### src/pcs_pkg.sv
// Shared types and constants of the column scanner.
`timescale 1ns / 1ps
`default_nettype none

package pcs_pkg;

    localparam int NOW_W       = 32;
    localparam int COL_W       = 10;
    localparam int BITS_W      = 64;
    localparam int PERIOD_W    = 22;
    localparam int CFG_W       = 32;
    localparam int CFG_AW      = 3;
    localparam int STORE_DEPTH = 1024;
    localparam int DIV_STEPS   = 32;

    localparam int COLUMNS_DEF     = 1024;
    localparam int QUEUE_DEPTH_DEF = 2;

    localparam logic [PERIOD_W-1:0] PERIOD_MAX      = 22'd4194303;
    localparam logic [PERIOD_W-1:0] PERIOD_RESET    = 22'd90000;
    localparam logic [CFG_W-1:0]    MIN_SWEEP_RESET = 32'd10000;

    // Register index within the configuration space.
    localparam logic [CFG_AW-3:0] REG_MIN_SWEEP = 1'b0;

    typedef enum logic [1:0] {
        REQ_TICK  = 2'd0,
        REQ_LEFT  = 2'd1,
        REQ_RIGHT = 2'd2,
        REQ_WRITE = 2'd3
    } t_req;

    typedef enum logic [1:0] {
        KIND_DRAWN  = 2'd0,
        KIND_CAL    = 2'd1,
        KIND_BOUNCE = 2'd2,
        KIND_STORED = 2'd3
    } t_kind;

    typedef struct packed {
        t_req               op;
        logic               dir;
        logic [NOW_W-1:0]   now;
        logic [COL_W-1:0]   col;
        logic [BITS_W-1:0]  bits;
    } t_item;

endpackage

`default_nettype wire

### src/pcs_front.sv
// Input stage: accepts request words and decodes them into queue items.
`timescale 1ns / 1ps
`default_nettype none

module pcs_front (
    input  wire logic                         i_clk,
    input  wire logic                         i_rst_n,
    input  wire logic                         i_valid,
    output logic                              o_ready,
    input  wire logic [1:0]                   i_req_type,
    input  wire logic [pcs_pkg::NOW_W-1:0]    i_now_us,
    input  wire logic [pcs_pkg::COL_W-1:0]    i_write_column,
    input  wire logic [pcs_pkg::BITS_W-1:0]   i_column_bits,
    output logic                              o_push,
    output pcs_pkg::t_item                    o_item,
    input  wire logic                         i_full
);

    logic           r_valid;
    logic           n_valid;
    pcs_pkg::t_item r_item;
    pcs_pkg::t_item n_item;
    logic           take;

    assign o_ready = !r_valid || !i_full;
    assign o_push  = r_valid && !i_full;
    assign o_item  = r_item;
    assign take    = i_valid && o_ready;

    always_comb begin
        n_item      = r_item;
        n_valid     = r_valid && !o_push;
        if (take) begin
            n_valid     = 1'b1;
            n_item.op   = pcs_pkg::t_req'(i_req_type);
            n_item.now  = i_now_us;
            n_item.col  = i_write_column;
            n_item.bits = i_column_bits;
            unique case (pcs_pkg::t_req'(i_req_type))
                pcs_pkg::REQ_LEFT: begin
                    n_item.dir = 1'b1;
                end
                pcs_pkg::REQ_TICK, pcs_pkg::REQ_RIGHT, pcs_pkg::REQ_WRITE: begin
                    n_item.dir = 1'b0;
                end
                default: begin
                    n_item.dir = 1'b0;
                end
            endcase
        end
    end

    always_ff @(posedge i_clk) begin
        if (!i_rst_n) begin
            r_valid <= 1'b0;
        end else begin
            r_valid <= n_valid;
        end
    end

    always_ff @(posedge i_clk) begin
        r_item <= n_item;
    end

endmodule

`default_nettype wire

### config.mk
export PLATFORM = sky130hd
export DESIGN_NAME = pcs_front
export DESIGN_NICKNAME = d
export VERILOG_FILES = /design/src/pcs_pkg.sv /design/src/pcs_front.sv
export SDC_FILE = /design/constraint.sdc
export NUM_CORES = 1
export LEC_CHECK = 0
export BUFFER_PORTS_ARGS = -buffer_cell sky130_fd_sc_hd__buf_2
export CAP_MARGIN = 10
export CORE_MARGIN = 3
export CORE_UTILIZATION = 37
export DETAILED_ROUTE_END_ITERATION = 8
export PLACE_DENSITY_LB_ADDON = 0.3
export SYNTH_ARGS = -nofsm -noshare
export SYNTH_HDL_FRONTEND = slang
export SYNTH_SLANG_ARGS = --single-unit
### constraint.sdc
create_clock -name i_clk -period 4.3 [get_ports i_clk]
set_input_delay 1.075 -clock i_clk [delete_from_list [all_inputs] [get_ports i_clk]]
set_output_delay 1.075 -clock i_clk [all_outputs]
set_load 0.02 [all_outputs]
# Yosys cells after proc, flatten, opt, wreduce, memory -nomap -nowiden

Index checks and enable logic that the tools add are counted.

Register bits: 110
Bits of input ports: 112

Equal/unequal tests: 3
Mux-type cells: 2
Reductions and logical operators: 9

Operators with widths:

| cell                                           | number |
|---|---|
| == test 2 bit (second input constant)          | 2 |
| logical AND 1 bit                              | 3 |
| logical NOT 1 bit                              | 3 |
| OR reduction 3 bit                             | 1 |
| == test 2 x 1 -> 1 bit (second input constant) | 1 |
| logical NOT 2 bit                              | 1 |
| one-hot mux 1 bit (2 select lines)             | 1 |
| logical OR 1 bit                               | 1 |
| 2-to-1 mux 1 bit                               | 1 |

# Logic depth before layout (Yosys ltp)

Depth in word-level cells: 5
Gate-level depth with buffers: 2
Mapped depth without buffers: 2

# Least setup slack after synthesis

OpenSTA, ideal clock, no wires.

Kind: in2reg
Start point: in i_full
End point: reg r_item (netlist bit o_item[0]) (enable)
Arrival time: 3.819 ns
Required time: 3.820 ns
Path slack: 0.001 ns
Stages: 2
Path buffers: 0
Path through: nand2_1 > and2_1

Cells in the longest elaborated chain, start to end: 3

RTL lines:

| element                | RTL line        | text |
|---|---|---|
| start: declaration     | pcs_front.sv:16 | `input wire logic i_full` |
| logical NOT 1 bit      | pcs_front.sv:25 | `assign o_ready = !r_valid \|\| !i_full;` |
| logical OR 1 bit       | pcs_front.sv:25 |  |
| logical AND 1 bit      | pcs_front.sv:28 | `assign take = i_valid && o_ready;` |
| net take               | pcs_front.sv:23 | `logic take;` |
| end signal: assignment | pcs_front.sv:62 | `r_item <= n_item;` |
| end: declaration       | pcs_front.sv:21 | `pcs_pkg::t_item r_item;` |

The timed path passes the listed nets, and every way through them passes these cells.
A chain may end at the register's enable or synchronous reset.

# Worst setup path in the final report

Start point: in i_full
End point: out o_push

Cells in the longest elaborated chain, start to end: 2

RTL lines:

| element           | RTL line        | text |
|---|---|---|
| logical NOT 1 bit | pcs_front.sv:26 | `assign o_push = r_valid && !i_full;` |
| logical AND 1 bit | pcs_front.sv:26 |  |
| end: declaration  | pcs_front.sv:14 | `output logic o_push,` |

Every way passes these cells.

==> results.toml <==
[run_status]
status = "complete, no violations"

[route]
vias = 2010
drc_errors = 0
first_pass_iters = 4
ant_nets = 0
first_iter_violations = 50
wirelength_um = 7640
via_per_inst = 4.37
wl_per_cell_um = 16.6

[finish]
syn_to_final_growth_pct = 44.2
final_nets = 462
drive_above_1_share_pct = 67.6
antenna_cells = 0
finish.utilization_pct = 56.7
fillers = 668

[timing]
fmax_mhz = 384
slew_headroom_pct = 55.8
post-route-period-util_pct = 60.6
rsz0062_at_grt = "false"
worst_pin_slew_ns = 0.663
final_max_slew_viol_count = 0
worst_slack_ns = 1.70
finalClockSkew_ns = 0.00804
setup_viol = 0
holdWs_ns = 0.540
tns_ns = 0
fin_crit_ns = 2.60
hold_viol = 0

[floorplan]
die_h_um = 101
core_um2 = 8460
io_pins = 223
fp.dieW_um = 101
start_util_pct = 39.3
dieArea_um2 = 10200
rows = 33

[cts]
clkLatencyLatePin_ns = 0.35
ctsHoldBuffers = 0
htreeDepth = 3
cts_made_buffers = 9
cts.sinks = 110
cts_resized = 0
tritoncts = "yes"
cts_buffer_depth = 2
cts_setup_buffers = 0
path_clk_slew_ns = 0.10
root_buffer = "clkbuf_8"

[synthesis]
synth_top_cells_by_area = "edfxtp_1, dfxtp_1, nor2b_1, and2b_2, and2_1"
synth_top_cell_by_area = "edfxtp_1"
synth_cells = 116
syn_nets = 228
synthesis.area_um2 = 3330
netlist-cell-type-count = 7
ys_seq_elements = 110
synth.top_cell.area_share_pct = 98.3
yosys_warnings = 0
syn_avg_cell_area_um2 = 28.7
yosysSeqAreaShare_pct = 98.9

[power]
power.leakage_uw = 0.00206
ir_worst_vdd_mv = 0.204
fin_total_pwr_uw = 2110
power_per_cell_area_nw_per_um2 = 440

[critical_path]
arrival_ns = 1.53
worstPathRequired_ns = 3.22
crit_top_cell = "buf_2"
criticalPathCategory = "in2out"
end_kind = "output port"
path_cells = "buf_2 > and2b_2 > buf_2"
cp_slowest_cell = "and2b_2"
critPathMaxStageDelay_ns = 0.19
startpoint_type = "input port"
worstPathMaxFanout = 3

[placement]
gp_congestion = 0.740
place_ws_ns = 1.68
port_buffers = 222
dpl.hpwl_um = 5840

[min_path]
hold_class = "reg2reg"

[grt]
grt_pass1_vias = 2069
grt_overflow_total = 0
grt_usage_pct = 14.0
grt_pass1_wl_um = 10500
grt_antenna_before_repair = 1
grt_max_degree = 61

[run]
maxCapViolations = 0
## critical path, delay by kind of cell
family	cells	cell delay (ns)
simple gates	1	0.19
buf+inv	2	0.26
## layout make-up
cell class / count / area, um2 / area share, %
Clock buffer: 10 / 128 / 2.66
Tap cell: 105 / 131 / 2.74
Clock inverter: 6 / 77.6 / 1.62
Sequential cell: 110 / 3290 / 68.6
Timing Repair Buffer: 223 / 1130 / 23.6
Multi-Input combinational cell: 6 / 38.8 / 0.808
## routing by layer
layer	wire length [um]	global-route usage, %
met1	2810	14.7
met2	3780	24.3
met3	947	7.27
met4	81	4.46
met5	13	0
## synth_stat cells
cell,count
dfxtp_1,1
and2_1,1
nor2b_1,2
a21oi_1,1
nand2_1,1
edfxtp_1,109
and2b_2,1
## state kept, by name (all words and copies together), names as in the netlist
name and count:
r_valid 1, o_item 109
## final timing paths
check / cells past startpoint / to / start / slack, ns
worst min-delay path: 2 / r_valid / r_valid / 0.54
worst max register to register: 3 / o_item[30] / r_valid / 2.56
worst min register to register: 2 / r_valid / r_valid / 0.54
worst max-delay path: 3 / o_push / i_full / 1.70
## layout by cell type, fill, tap and decap left out, types with 2 or more instances in the layout
cell | Yosys | final
inv_8 | 0 | 2
nor2b_1 | 2 | 2
edfxtp_1 | 109 | 109
clkbuf_8 | 0 | 9
buf_2 | 0 | 222
## cell families (layout without fill, tap and decap cells)
| group | Yosys count | count (layout) | share of synthesized area (%) |
|---|---|---|---|
| buffers and inverters | 0 | 239 | 0 |
| AO/OA/AOI/OAI | 1 | 1 | 0.150 |
| AND/OR/NAND/NOR | 5 | 5 | 0.939 |
| flip-flops | 110 | 110 | 98.9 |
## where the power goes
part	switching, uW	leakage, uW	internal [uW]	total, uW
Combinational	139	0.000900	77.8	217
Sequential	13.8	0.00106	1250	1270
Clock	348	0.000101	281	629
## metrics by stage
stage / cell area (um2) / instances
final: 4800 / 460
after global routing: 4800 / 460
after CTS: 4800 / 460
after detailed placement: 4590 / 444
after global placement: 4590 / 444
after floorplan: 3330 / 116
Power figures use the tool's default switching activity.
