## src/pcs_pkg.sv

```systemverilog
// Shared types and constants of the column scanner.
`timescale 1ns / 1ps
`default_nettype none

package pcs_pkg;

    localparam int NOW_W       = 32;
    localparam int COL_W       = 10;
    localparam int BITS_W      = 64;
    localparam int PERIOD_W    = 22;
    localparam int CFG_W       = 32;
    localparam int CFG_AW      = 3;
    localparam int STORE_DEPTH = 1024;
    localparam int DIV_STEPS   = 32;

    localparam int COLUMNS_DEF     = 1024;
    localparam int QUEUE_DEPTH_DEF = 2;

    localparam logic [PERIOD_W-1:0] PERIOD_MAX      = 22'd4194303;
    localparam logic [PERIOD_W-1:0] PERIOD_RESET    = 22'd90000;
    localparam logic [CFG_W-1:0]    MIN_SWEEP_RESET = 32'd10000;

    // Register index within the configuration space.
    localparam logic [CFG_AW-3:0] REG_MIN_SWEEP = 1'b0;

    typedef enum logic [1:0] {
        REQ_TICK  = 2'd0,
        REQ_LEFT  = 2'd1,
        REQ_RIGHT = 2'd2,
        REQ_WRITE = 2'd3
    } t_req;

    typedef enum logic [1:0] {
        KIND_DRAWN  = 2'd0,
        KIND_CAL    = 2'd1,
        KIND_BOUNCE = 2'd2,
        KIND_STORED = 2'd3
    } t_kind;

    typedef struct packed {
        t_req               op;
        logic               dir;
        logic [NOW_W-1:0]   now;
        logic [COL_W-1:0]   col;
        logic [BITS_W-1:0]  bits;
    } t_item;

endpackage

`default_nettype wire

```

## src/pcs_queue.sv

```systemverilog
// Short queue of decoded items between the input stage and the execution unit.
`timescale 1ns / 1ps
`default_nettype none

module pcs_queue #(
    parameter int DEPTH = pcs_pkg::QUEUE_DEPTH_DEF
) (
    input  wire logic            i_clk,
    input  wire logic            i_rst_n,
    input  wire logic            i_push,
    input  pcs_pkg::t_item       i_item,
    output logic                 o_full,
    input  wire logic            i_pop,
    output pcs_pkg::t_item       o_item,
    output logic                 o_empty
);

    localparam int AW = (DEPTH > 1) ? $clog2(DEPTH) : 1;
    localparam int CW = $clog2(DEPTH + 1);
    localparam logic [AW-1:0] LAST_PTR = AW'(DEPTH - 1);

    pcs_pkg::t_item r_mem [DEPTH];
    logic [AW-1:0]  r_wr_ptr;
    logic [AW-1:0]  r_rd_ptr;
    logic [CW-1:0]  r_count;

    assign o_full  = (r_count == CW'(DEPTH));
    assign o_empty = (r_count == '0);
    assign o_item  = r_mem[r_rd_ptr];

    always_ff @(posedge i_clk) begin
        if (!i_rst_n) begin
            r_wr_ptr <= '0;
            r_rd_ptr <= '0;
            r_count  <= '0;
        end else begin
            if (i_push) begin
                r_wr_ptr <= (r_wr_ptr == LAST_PTR) ? '0 : r_wr_ptr + 1'b1;
            end
            if (i_pop) begin
                r_rd_ptr <= (r_rd_ptr == LAST_PTR) ? '0 : r_rd_ptr + 1'b1;
            end
            if (i_push && !i_pop) begin
                r_count <= r_count + 1'b1;
            end else if (i_pop && !i_push) begin
                r_count <= r_count - 1'b1;
            end
        end
    end

    always_ff @(posedge i_clk) begin
        if (i_push) begin
            r_mem[r_wr_ptr] <= i_item;
        end
    end

endmodule

`default_nettype wire

```

## config.mk

```make
export PLATFORM = sky130hd
export DESIGN_NAME = pcs_queue
export DESIGN_NICKNAME = d
export VERILOG_FILES = /design/src/pcs_pkg.sv /design/src/pcs_queue.sv
export SDC_FILE = /design/constraint.sdc
export NUM_CORES = 1
export LEC_CHECK = 0
export BUFFER_PORTS_ARGS = -buffer_cell sky130_fd_sc_hd__buf_2
export CAP_MARGIN = 0
export CORE_MARGIN = 2
export CORE_UTILIZATION = 47
export DETAILED_ROUTE_END_ITERATION = 8
export GPL_ROUTABILITY_DRIVEN = 0
export PLACE_DENSITY = 0.72
export SLEW_MARGIN = 20
export SYNTH_ARGS = -nofsm -noshare
export SYNTH_HDL_FRONTEND = slang
export SYNTH_SLANG_ARGS = --single-unit
```

## constraint.sdc

```tcl
create_clock -name i_clk -period 7.2 [get_ports i_clk]
set_clock_uncertainty 0.15 [all_clocks]
set_input_delay 2.16 -clock i_clk [delete_from_list [all_inputs] [get_ports i_clk]]
set_output_delay 2.16 -clock i_clk [all_outputs]
set_load 0.03 [all_outputs]
```

[Word-level counts from Yosys, hierarchy flattened]
Memories as Yosys holds them, arrays and structs flattened. A register that Yosys moved wholly into a read port is not among the register bits.
Cells that the tools add are included.
Cells by class
  add/subtract/negate cells: 4
  equal/unequal tests: 1
  muxes and demuxes: 8
  reductions and logical operators: 6
Operators with widths (number)
  1-bit two-way mux: 6
  2-bit two-way mux: 2
  1-bit adder, second input constant: 2
  2-bit by 1-bit adder with 2-bit output, second input constant: 1
  2-bit equality test, second input constant: 1
  1-bit logical AND: 2
  1-bit logical NOT: 2
  2-bit logical NOT: 1
  2-bit nonzero test: 1
  2-bit by 1-bit subtractor with 2-bit output, second input constant: 1
Storage, ports and cells
  flip-flop bits (word level): 4
  bits in writable memories: 218
  output and inout port bits: 111
  memories: 1
Memories
  r_mem: depth 2, width 109, rd ports 1, clocked after Yosys merged registers in 1, wr ports 1, line pcs_queue.sv:22  | pcs_pkg::t_item r_mem [DEPTH];

[Depth between registers and ports, before layout]
Gate-level depths: netlist of run 1.
  depth after elaboration: 4
  gate-level depth with buffers: 5
  gate-level depth less buffers: 5

[Least setup slack after synthesis of run 1]
Ideal clock, no wire load.
  kind: input port to flip-flop
  start point: input i_push
  end point: memory r_mem[0][0] in the netlist's numbering (enable)
  arrival time: 6.928 ns
  setup slack: -0.469 ns
  cell stages on the path: 1
  buffers on the path: 0
  path through: nor2b_1
Between the ends
  longest elaborated chain between the ends: 2
RTL lines
  from (decl): line pcs_queue.sv:10  | input wire logic i_push,
  1-bit two-way mux: line pcs_queue.sv:52  | if (i_push) begin
  1-bit two-way mux (implied by the code): line pcs_queue.sv:53  | r_mem[r_wr_ptr] <= i_item;
  to (decl): line pcs_queue.sv:22
Every way passes these cells.

==> results of run 1 <==
==> worst max-delay path by stage <==
stage / cells after the start / to
floorplan: 1 / r_mem[0][0]
global placement: 3 / o_item[43]
detailed placement: 3 / o_item[96]
CTS: 3 / o_item[88]
global route: 3 / o_item[43]
finish: 3 / o_item[96]
==> layer usage <==
| metal | wire, um | vias up | track usage | share of wire |
|---|---|---|---|---|
| li1 | - | 1927 | - | - |
| met1 | 5710 | 2005 | 0.185 | 0.39 |
| met2 | 7480 | 146 | 0.264 | 0.51 |
| met3 | 1100 | 23 | 0.0423 | 0.075 |
| met4 | 313 | 0 | 0.0567 | 0.021 |
| met5 | 0 | - | 0 | 0 |
==> Yosys cell counts (all sizes together) <==
master / instances
inv: 1
xor2: 2
nor2: 1
o21a: 1
ha: 1
xnor2: 1
or3: 1
nor2b: 3
dfxtp: 5
and2: 4
mux2: 109
buf: 12
edfxtp: 218
a21boi: 1
o21ai: 1
==> through the flow <==
step           utilization  hold WS, ns  cells
3_3_place_gp         0.555        0.329    801
4_1_cts              0.599        0.383    841
6_report             0.603        0.384    844
5_1_grt              0.603        0.387    844
2_1_floorplan            -        0.316    361
3_5_place_dp         0.555        0.361    801
==> worst max-delay path, cell delays in order (launching register included) <==
cell,delay (ns)
dfxtp_4,0.66
buf_4,0.46
mux2_2,0.39
buf_2,0.18
==> final cells by class <==
class	count	area [um2]
diodes	1	2.50
clock buffers	32	659
clock inverters	8	93.8
fillers	1309	6780
inverters	1	3.75
multi-input cells	125	1390
flip-flops and latches	223	6650
well taps	225	282
repair buffers	229	1200
==> registers in the layout, summed over array words and instances, names as in the netlist, named ones only <==
register,cells
r_count,2
r_rd_ptr,1
r_wr_ptr,1
r_mem,218
==> cell usage in the layout (no fill, tap or decap), drive strengths merged <==
cell      count
clkbuf       32
inv           1
clkinvlp      1
ha            1
o21a          1
xor2          2
edfxtp      218
dfxtp         5
bufinv        2
a21boi        1
nor2b         3
and2          4
o21ai         1
clkinv        5
mux2        109
or3           1
xnor2         1
diode         1
buf         229
nor2          1
==> power by group <==
| part | switching (mW) | internal (mW) |
|---|---|---|
| sequential | 0.0247 | 1.50 |
| combinational | 0.240 | 0.142 |
| clock | 0.443 | 0.707 |
| total | 0.707 | 2.35 |
==> cells by family (layout without fill, tap and decap cells) <==
logic type                 after synthesis  after routing
buffers and inverters                   13            270
muxes                                  109            109
DFF                                    223            223
other                                    0              1
and+or+nand+nor                          9              9
xor gates and xnor gates                 3              3
adders and majority gates                1              1
AOI/OAI and AO/OA                        3              3
==> results.yml, run 1 <==
timing:
  min_period_ns: 4.53
  setup_ws_ns: 2.67
  finalSetupViolations: 0
  hold_viol_final: 0
  worst_pin_slew_ns: 0.712
  slew_headroom: 0.525
  max_freq_mhz: 221
  rsz0062_at_grt: "false"
  period_share: 0.629
  tns_ns: 0
  maxSlewViolCount: 0
worst_setup_path:
  end_kind: "primary output"
  critical_path_required_ns: 4.89
  crit_fanout: 35
  r2r_cells: 2
  worstReg2RegStart: "r_wr_ptr"
  crit_type: "flip-flop to primary output"
  critPathLaunchType: "flip-flop"
  r2r_setup_slack_ns: 5.02
  r2r_end: "r_mem[0][37]"
  crit_arrival_ns: 2.22
drt:
  first_iter_violations: 226
  route.detailed.drc: 0
  routed_wl_um: 14600
  vias: 4101
  first_pass_iters: 4
  antenna_left: 0
  routedWlPerCell_um: 17.3
  vias_per_cell: 4.86
floorplanning:
  die_h_um: 135
  dieArea_mm2: 0.0183
  pin_count: 224
  rows: 48
  core-area_mm2: 0.0171
  initial_core_util: 0.475
  die_w_um: 135
synth:
  synth-seq-cells: 223
  synth.avg_cell_area_um2: 22.5
  ys_types: 17
  yosys-top-cells-area: "edfxtp_1 81%, mux2_2 14%, mux2_4 1.9%, dfxtp_1 1.2%, buf_2 0.56%"
  yosysWarnings: 0
  synth_xor_area_frac: 0.00324
  syn_inst: 361
  synth_top_area_cell: "edfxtp_1"
  yosysTopAreaCellShare: 0.808
  synthSimpleGateAreaFrac: 0.00664
  synthMuxAreaShare: 0.156
  synth_top_family_by_area: "multiplexers"
  syn-num-nets: 475
  synth_compound_area_frac: 0.00247
  seq_area_frac_synth: 0.820
  synthAdderAreaFrac: 0.00154
  netlist_area_mm2: 0.00811
finish:
  drive_above_1_share: 0.607
  design_area_mm2: 0.0103
  syn_to_final_growth_pct: 26.8
  finalNetCount: 716
clocking:
  cts_setup_buffers: 0
  path_clk_slew_ns: 0.06
  cts_buffers: 22
  h-tree-depth: 1
  cts_resized: 0
  cts_sinks: 223
  cts_buffer_depth: 3
  clk_latency_ns: 0.49
  cts_hold_buf: 0
  cts_tree: "yes"
  cts_root_buf: "clkbuf_16"
placement:
  dpl-instance-area_mm2: 0.00947
  pre_cts_ws_ns: 2.69
  dp_hpwl_um: 9510
  numPortBuffers: 223
power:
  p_leak_nw: 3.88
  power_density_mw_per_mm2: 297
  vdd_drop_max_mv: 0.210
  power_mw: 3.06
grt:
  overflow: 0
  grtUsageTotal: 0.153
  antenna_found_initial: 1
  grt_start_max_net_pins: 83
  grt_pass1_vias: 4374
  grt_pass1_wl_um: 21900
min_path:
  hp-class: "flip-flop to flip-flop"
  hold_depth: 2
  min_from: "r_count[1]"
  min_to: "r_count[1]"
job:
  drv_cap: 0
status:
  outcome: "finished clean"
Power figures use the tool's default switching activity.
==> run 2, diff against run 1 <==
--- a/config.mk
+++ b/config.mk
@@ -8,10 +8,10 @@
 export BUFFER_PORTS_ARGS = -buffer_cell sky130_fd_sc_hd__buf_2
 export CAP_MARGIN = 0
 export CORE_MARGIN = 2
-export CORE_UTILIZATION = 47
+export CORE_UTILIZATION = 48
 export DETAILED_ROUTE_END_ITERATION = 8
 export GPL_ROUTABILITY_DRIVEN = 0
-export PLACE_DENSITY = 0.72
+export PLACE_DENSITY = 0.7
 export SLEW_MARGIN = 20
 export SYNTH_ARGS = -nofsm -noshare
 export SYNTH_HDL_FRONTEND = slang
==> constraint.sdc (replaced) <==
create_clock -name i_clk -period 4.7 [get_ports i_clk]
set_clock_uncertainty 0.15 [all_clocks]
set_input_delay 1.41 -clock i_clk [delete_from_list [all_inputs] [get_ports i_clk]]
set_output_delay 1.41 -clock i_clk [all_outputs]
set_load 0.03 [all_outputs]
==> results.yml, run 2 (synthesized netlist as in run 1, its figures left out) <==
status:
  outcome: "finished clean"
grt:
  antenna_found_initial: 1
  overflow: 0
  grt_pass1_vias: 4343
  grt_pass1_wl_um: 22000
  grtUsageTotal: 0.157
  grt_start_max_net_pins: 62
power:
  power_mw: 4.54
  vdd_drop_max_mv: 0.383
  power_density_mw_per_mm2: 446
  p_leak_nw: 3.83
drt:
  first_pass_iters: 6
  antenna_left: 0
  route.detailed.drc: 0
  wl_met3_um: 1440
  vias: 4095
  top_layer: "met4"
  drt-met1-wl_um: 5840
  first_iter_violations: 201
  routedWlPerCell_um: 17.3
  routed_wl_um: 14500
  vias_per_cell: 4.89
  wl_met2_um: 6820
timing:
  slew_headroom: 0.434
  min_period_ns: 3.90
  whs_ns: 0.371
  hold_viol_final: 0
  finalSetupViolations: 0
  maxSlewViolCount: 0
  tns_ns: 0
  max_freq_mhz: 256
  worst_pin_slew_ns: 0.849
  rsz0062_at_grt: "false"
  period_share: 0.830
clocking:
  cts_root_buf: "clkbuf_16"
  cts_hold_buf: 0
  cts_tree: "yes"
  cts_buffer_depth: 3
  cts_resized: 0
  path_clk_slew_ns: 0.06
  cts_buffers: 22
  cts_sinks: 223
  h-tree-depth: 1
  clk_latency_ns: 0.48
  cts_setup_buffers: 0
finish:
  layout_common_cells: "223 x buf_2, 218 x edfxtp_1, 99 x mux2_2, 23 x clkbuf_16, 10 x mux2_4"
  top_regs: "r_mem: 218 flops, r_count: 2 flops"
  final_util: 0.616
  fillers: 1247
  finalNetCount: 715
  drive_above_1_share: 0.596
  largest_register_ffs: 218
  syn_to_final_growth_pct: 25.5
  regMostFlops: "r_mem"
  layout_commonest_cell: "buf_2"
  layoutNonFillerInstCount: 838
worst_setup_path:
  critical_path_required_ns: 3.14
  crit_arrival_ns: 2.34
  crit_type: "flip-flop to primary output"
  critPathLaunchType: "flip-flop"
  end_kind: "primary output"
  crit_fanout: 61
  worstReg2RegStart: "r_wr_ptr"
floorplanning:
  pin_count: 224
  initial_core_util: 0.491
  die_w_um: 134
  dieArea_mm2: 0.0179
  rows: 47
  die_h_um: 134
  core-area_mm2: 0.0165
placement:
  dp_cells: 797
  dp_hpwl_um: 9350
  numPortBuffers: 223
min_path:
  min_from: "r_count[1]"
  hp-class: "flip-flop to flip-flop"
job:
  drv_cap: 0
==> run 2: path summary, 6_finish.rpt <==
| check | end | slack (ns) | cells past startpoint |
|---|---|---|---|
| worst min-delay path | r_count[1] | 0.37 | 2 |
| worst max register to register | r_mem[1][84] | 2.71 | 2 |
| worst min register to register | r_count[1] | 0.37 | 2 |
| worst max-delay path | o_item[93] | 0.80 | 3 |
==> run 2: through the flow <==
stage / area, um2 / setup slack (ns)
6_report: 10200 / 0.801
2_1_floorplan: 8110 / 0.162
3_5_place_dp: 9500 / 1.29
5_1_grt: 10200 / 0.681
3_3_place_gp: 9500 / 1.32
4_1_cts: 10200 / 0.765
==> run 2: cell type report <==
cell class / instances / area [um2] / area share
multi-input combinational: 125 / 1390 / 0.136
clock buffer: 32 / 609 / 0.0599
sequential: 223 / 6650 / 0.654
tap: 220 / 275 / 0.0271
clock inverter: 8 / 63.8 / 0.00627
antenna: 1 / 2.50 / 0.000246
timing repair buffer: 228 / 1180 / 0.116
inverter: 1 / 3.75 / 0.000369
==> run 2: power breakdown <==
group,switching [mW],internal [mW]
Clock,0.663,0.954
Combinational,0.361,0.216
Sequential,0.0448,2.30
Total,1.07,3.47
==> run 2: layer usage <==
metal,global-route usage,up-vias
li1,-,1917
met1,0.202,1966
met2,0.251,181
met3,0.0510,31
met4,0.0585,0
met5,0,-
==> run 2: worst max-delay path, stage by stage, from the launching register on <==
cell and delay [ns]:
dfxtp_4 0.89, buf_4 0.36, mux2_2 0.37, buf_2 0.18
